$ cat config.mk
export PLATFORM = sky130hd
export DESIGN_NAME = rcpnr_ctrl
export DESIGN_NICKNAME = d
export VERILOG_FILES = /design/src/hdl/rcpnr_pkg.sv /design/src/hdl/rcpnr_ctrl.sv
export SDC_FILE = /design/constraint.sdc
export NUM_CORES = 1
export LEC_CHECK = 0
export BUFFER_PORTS_ARGS = -buffer_cell sky130_fd_sc_hd__buf_2
export CELL_PAD_IN_SITES_DETAIL_PLACEMENT = 2
export CELL_PAD_IN_SITES_GLOBAL_PLACEMENT = 2
export CORE_MARGIN = 2
export CORE_UTILIZATION = 29
export CTS_CLUSTER_DIAMETER = 80
export DETAILED_ROUTE_END_ITERATION = 8
export GPL_TIMING_DRIVEN = 1
export HOLD_SLACK_MARGIN = 0.1
export PLACE_DENSITY_LB_ADDON = 0.1
export SKIP_LAST_GASP = 1
export SYNTH_ARGS = -nofsm -noshare
export SYNTH_HDL_FRONTEND = slang
export SYNTH_SLANG_ARGS = --single-unit
$ cat constraint.sdc
create_clock -name clk -period 3.4 [get_ports clk]
set_input_delay 0.51 -clock clk [delete_from_list [all_inputs] [get_ports clk]]
set_output_delay 0.51 -clock clk [all_outputs]
set_load 0.005 [all_outputs]
$ cat src/hdl/rcpnr_pkg.sv
// Package: shared types and constants for the RGB channel pack resampler.
package rcpnr_pkg;

    localparam int MAX_DIM_DEF   = 4096;
    localparam int SCALE_FB_DEF  = 16;
    localparam int DIM_W         = 13;
    localparam int IDX_W         = 24;
    localparam int BYTE_W        = 8;
    localparam int NCH           = 3;

    localparam logic MODE_START   = 1'b0;
    localparam logic MODE_SAMPLES = 1'b1;
    localparam logic KIND_REQUEST = 1'b0;
    localparam logic KIND_PIXEL   = 1'b1;

    localparam logic [2:0] REG_RED_W    = 3'd0;
    localparam logic [2:0] REG_RED_H    = 3'd1;
    localparam logic [2:0] REG_GREEN_W  = 3'd2;
    localparam logic [2:0] REG_GREEN_H  = 3'd3;
    localparam logic [2:0] REG_BLUE_W   = 3'd4;
    localparam logic [2:0] REG_BLUE_H   = 3'd5;
    localparam logic [2:0] REG_PRESENT  = 3'd6;
    localparam logic [2:0] REG_DEFAULT  = 3'd7;

    // controller -> datapath
    typedef struct packed {
        logic start_load;   // latch frame size, init dividers
        logic div_step;     // one restoring-division step on all channels
        logic idx_start;    // begin index computation for the current pixel
        logic idx_step;     // one index pipeline step
        logic advance;      // move to the next pixel
        logic out_pixel;    // load output with composed pixel
        logic out_request;  // load output with request
    } rc_cmd_t;

    // datapath -> controller
    typedef struct packed {
        logic empty;        // no source present
        logic div_done;
        logic idx_done;
        logic last;
    } rc_sts_t;

endpackage

$ cat src/hdl/rcpnr_ctrl.sv
// Controller: sequences division, index computation and the output of requests and pixels.
module rcpnr_ctrl
    import rcpnr_pkg::*;
(
    input  logic     clk,
    input  logic     rst_n,
    input  logic     in_valid,
    output logic     in_stall,
    input  logic     in_mode,
    output logic     out_valid,
    input  logic     out_stall,
    output rc_cmd_t  cmd,
    input  rc_sts_t  sts
);

    typedef enum logic [6:0] {
        S_IDLE  = 7'b0000001,
        S_DIV   = 7'b0000010,
        S_IDX   = 7'b0000100,
        S_WAIT  = 7'b0001000,
        S_SAMP  = 7'b0010000,
        S_PIX   = 7'b0100000,
        S_REQ   = 7'b1000000
    } state_t;

    state_t state_reg, state_next;
    logic   active_reg, active_next;
    logic   ov_reg, ov_next;
    logic   take;

    assign take      = in_valid && !in_stall;
    assign out_valid = ov_reg;

    always_comb
    begin
        in_stall = 1'b1;
        case (state_reg)
            S_IDLE: in_stall = ov_reg;
            S_SAMP: in_stall = ov_reg;
            default: in_stall = 1'b1;
        endcase
    end

    always_comb
    begin
        state_next  = state_reg;
        active_next = active_reg;
        ov_next     = ov_reg && out_stall;
        cmd         = '0;
        case (state_reg)
            S_IDLE, S_SAMP:
            begin
                if (take)
                begin
                    if (in_mode == MODE_START)
                    begin
                        cmd.start_load = 1'b1;
                        if (sts.empty)
                        begin
                            active_next = 1'b0;
                            state_next  = S_IDLE;
                        end
                        else
                        begin
                            active_next = 1'b1;
                            state_next  = S_DIV;
                        end
                    end
                    else if (active_reg)
                    begin
                        cmd.out_pixel = 1'b1;
                        ov_next       = 1'b1;
                        if (sts.last)
                        begin
                            active_next = 1'b0;
                            state_next  = S_PIX;
                        end
                        else
                        begin
                            cmd.advance = 1'b1;
                            state_next  = S_IDX;
                            cmd.idx_start = 1'b0;
                        end
                    end
                end
            end
            S_DIV:
            begin
                if (sts.div_done)
                begin
                    cmd.idx_start = 1'b1;
                    state_next    = S_WAIT;
                end
                else
                    cmd.div_step = 1'b1;
            end
            S_IDX:
            begin
                cmd.idx_start = 1'b1;
                state_next    = S_WAIT;
            end
            S_WAIT:
            begin
                if (sts.idx_done)
                begin
                    if (!ov_reg || !out_stall)
                    begin
                        cmd.out_request = 1'b1;
                        ov_next         = 1'b1;
                        state_next      = S_SAMP;
                    end
                end
                else
                    cmd.idx_step = 1'b1;
            end
            S_PIX:
            begin
                state_next = S_IDLE;
            end
            default:
                state_next = S_IDLE;
        endcase
        if (state_reg == S_SAMP && !take)
            state_next = S_SAMP;
        if (state_reg == S_IDLE && !active_next)
            active_next = 1'b0;
    end

    always_ff @(posedge clk or negedge rst_n)
    begin
        if (!rst_n)
        begin
            state_reg  <= S_IDLE;
            active_reg <= 1'b0;
            ov_reg     <= 1'b0;
        end
        else
        begin
            state_reg  <= state_next;
            active_reg <= active_next;
            ov_reg     <= ov_next;
        end
    end

endmodule

; After elaboration in Yosys (flattened, before gate mapping)
; Cells that the tools add are included.
[totals]
register_bits = 9
latchBits = 0
ramBits = 0
rom_bits = 0
memories = 0
[op_classes]
addsub = 0
mul = 0
div = 0
magnitude_cmp = 0
n_eq_ne = 10
n_shift = 0
n_mux = 40
n_bitwise = 0
reduce_logical = 12
[op_table]
columns = operator, n
row1 = 7-bit 2-to-1 mux, 7
row2 = 7-bit one-hot mux with 4 select lines, 1
row3 = 1-bit 2-to-1 mux, 24
row4 = 2-bit 2-to-1 mux, 5
row5 = "3-bit inequality test, second input constant", 3
row6 = "7-bit by 1-bit == test with 1-bit output, second input constant", 1
row7 = "7-bit by 2-bit == test with 1-bit output, second input constant", 1
row8 = "7-bit by 3-bit == test with 1-bit output, second input constant", 1
row9 = "7-bit by 4-bit == test with 1-bit output, second input constant", 1
row10 = "7-bit by 5-bit == test with 1-bit output, second input constant", 1
row11 = 6-bit 2-to-1 mux, 1
row12 = 1-bit zero test, 5
row13 = 5-bit AND reduction, 1
row14 = 1-bit logical AND, 4
row15 = "4-bit by 2-bit inequality test with 1-bit output, second input constant", 1
row16 = 1-bit one-hot mux with 2 select lines, 2
row17 = "3-bit by 1-bit inequality test with 1-bit output, second input constant", 1
row18 = 2-bit OR reduction, 1
row19 = 1-bit logical OR, 1

; Longest topological paths before layout
[logic_depth]
word_depth = 10
ltp_mapped = 5

; Worst setup path before layout
; No wires, ideal clock.
[synth_path]
path_type = reg-to-output
start = register state_reg[0]
end = output cmd[0] (netlist bit)
arrival_ns = 1.557
slack_ns = 1.333
path_stages_with_launch = 5
path_buffers = 0
cell_sequence = dfstp_2 or3_4 nor4b_1 nand2_1 a21oi_1
[synth_lines]
columns = item, line
row1 = from (decl), rcpnr_ctrl.sv:26  ; state_t state_reg, state_next;
row2 = from (signal assigned), rcpnr_ctrl.sv:139  ; state_reg <= state_next;
row3 = to (decl), rcpnr_ctrl.sv:12  ; output rc_cmd_t cmd,

==> summary.md <==
| Metric | Value |
|---|---|
| Final non-filler cell area | 684 um2 |
| WP data arrival | 2.25 ns |
| Worst rel slew slack | 0.436 |
| Critical Path Start Type | flop |
| Tmin final | 2.76 ns |
| CP Class | flop to output port |
| Max FFs per register | 6 |
| Distinct cell type count after synthesis | 29 |
| Placed Area | 648 um2 |
| Synth top area cells | dfrtp_1, dfstp_2, nand2_1 |
| CTS HTree Levels | 1 |
| WHS Endpoint | state_reg[2]$_DFFE_PN0P_ |
| Worst hold start | sts[0] |
| Vias in the first global route | 570 |
| Clock sinks | 8 |
| Delay-heaviest family, CP | simple AND/OR/NAND/NOR gates |
| VDD IR max | 0.477 mV |
| Synth area leader | dfrtp_1 |
| Met3 WL post-DR | 61 um |
| Dpl ws | 0.919 ns |
| Crit path cell chain | nor4_1 -> a21boi_0 -> and2_1 -> and3_1 -> buf_2 |
| Initial antenna violation count | 0 |
| Num CTS Buffers | 3 |
| P&R area growth vs syn | 28.7% |
| FF/Latch Area | 201 um2 |
| Post-route setup slack | 0.641 ns |
| Core outline area | 1730 um2 |
| Slowest stage delay, CP | 0.61 ns |
| Instance count of the mapped netlist | 59 |
| TritonRoute pass-1 iters | 2 |
| HPWL Detailed | 1.22 mm |
| Post-synth top flop | dfrtp_1 |
| DR WL/cell | 15.0 um |
| Fin crit share | 0.811 |
| Count of final max-slew check failures | 0 |
| Wl on met1 | 756 um |
| Critical path buffers and inverters | 1 |
| Register bit count reported by yosys | 8 |
| Post-synth EDFFs | 0 |
| Drt initial violations | 2 |
| Reg-to-reg setup timing slack | 1.15 ns |
| CTS Root Cell | clkbuf_4 |
| WP data required | 2.89 ns |
| Worst-margin pin slew | 0.834 ns |
| CP max FO | 5 |
| GRT Util Overall | 0.180 |
| CP startpoint | state_reg[1]$_DFFE_PN0P_ |
| Cell Area, Synth | 532 um2 |
| Post-route insts no fill | 106 |
| Asr flop ratio synth | 1.00 |
| Leak pwr | 0.349 nW |
| RSZ-0062 raised after global routing | false |
| Status | finished clean |
| HP Class | primary input to flop |
| Post-route setup TNS | 0 ns |
| Top sig layer | met4 |
| Via count | 511 |
| Gpl congestion | 0.808 |
| Maximum clock insertion buffer count | 2 |
| Antenna diodes | 0 |
| Post-synth top cells | dfrtp_1, nand2_1, a21oi_1, nor2b_1 |
| Met2 wire len | 754 um |
| IO Pins | 18 |
| Routed Antenna Nets | 0 |
| Synthesis Warnings | 0 |
| Worst Setup End Kind | output port |
| Sequential share of the synthesized area | 0.379 |
| Final Hold Violating Endpoints | 0 |
| FF-to-FF Start | state_reg[1]$_DFFE_PN0P_ |
| Fin nets | 91 |
| Reg2reg path depth | 5 |
| CTS tree | done |
| Post-synth top area share | 0.329 |
| Initial core utilization | 0.308 |
| Power per cell area | 848 nW/um2 |
| # DRC | 0 |
| Clock latency on the worst-skew pair | 0.26 ns |
| Largest net degree at the start of global routing | 9 |
| Max-cap violations | 0 |
| Setup violators final | 0 |
| Die area | 2190 um2 |
| Hold Buf Count CTS | 1 |
| Via density per instance | 4.82 |
| Worst hold path depth | 2 |
| First-pass GRT wire length | 2.70 mm |
| Syn avg cell area | 9.01 um2 |
| Final wirelength | 1.59 mm |
| Die Y | 46.8 um |
| Row cnt | 15 |
| R2r endpoint | state_reg[0]$_DFFE_PN1P_ |
| PostCTS Resize Cnt | 0 |
| Util after Layout | 0.396 |
| Die W | 46.8 um |
| Fill count | 220 |
| Skew final | 0.0155 ns |
| Congestion Overflow GR | 0 |
| Highest clock rate | 0.362 GHz |
| Clock transition at the registers of the reported paths | 0.07 ns |
| Syn Nets | 68 |
| Slowest-stage cell, CP | nor4_1 |
| Multi-input gate area | 323 um2 |
| Dpl cells | 101 |
| PortBufs | 17 |
| Layout cells sized above 1 | 0.321 |
| Setup Fix Bufs, Post-CTS | 0 |
==> cell families after synthesis <==
logic type / Yosys count / share of synthesized area
AO/OA/AOI/OAI: 13 / 0.153
flip-flops: 8 / 0.379
buffers and inverters: 2 / 0.0141
AND/OR/NAND/NOR: 33 / 0.391
XOR/XNOR: 1 / 0.0165
multiplexers: 2 / 0.0471
==> worst max path at each step <==
stage          endpoint  cells after the start  slack [ns]
6_report         cmd[1]                      5        0.64
5_1_grt          cmd[1]                      5        0.44
4_1_cts          cmd[1]                      5        0.62
3_5_place_dp     cmd[0]                      5        0.92
3_3_place_gp     cmd[0]                      5        1.01
2_1_floorplan    cmd[0]                      4        1.33
==> layout by cell type (no fill, tap or decap), types with 3 or more instances in the layout <==
master    instances
a21oi_1           4
buf_2            17
clkbuf_4          3
nor2_1            3
nand2_1           7
nor2b_1           4
dfrtp_1           7
nand2b_1          3
==> metrics by stage <==
stage,power [mW],hold WS [ns]
3_5_place_dp,0.497,0.370
3_3_place_gp,0.488,0.368
4_1_cts,0.588,0.434
5_1_grt,0.646,0.434
2_1_floorplan,0.399,0.214
6_report,0.580,0.444
==> report_power, final <==
part           internal [mW]  switching [mW]
registers              0.136          0.0397
logic                  0.149           0.173
clock network         0.0451          0.0366
total                  0.330           0.250
==> cell type report <==
cell class,instances,share of cell area
clock buffer,4,0.0384
inverter,2,0.0110
multi-input combinational,49,0.472
sequential,8,0.294
tap,25,0.0457
timing repair buffer,18,0.139
==> metal layers <==
| layer | GRT usage | vias up |
|---|---|---|
| met2 | 0.288 | 10 |
| li1 | - | 254 |
| met1 | 0.242 | 245 |
| met5 | 0 | - |
| met3 | 0.0462 | 2 |
| met4 | 0.0500 | 0 |
Power figures use the tool's default switching activity.
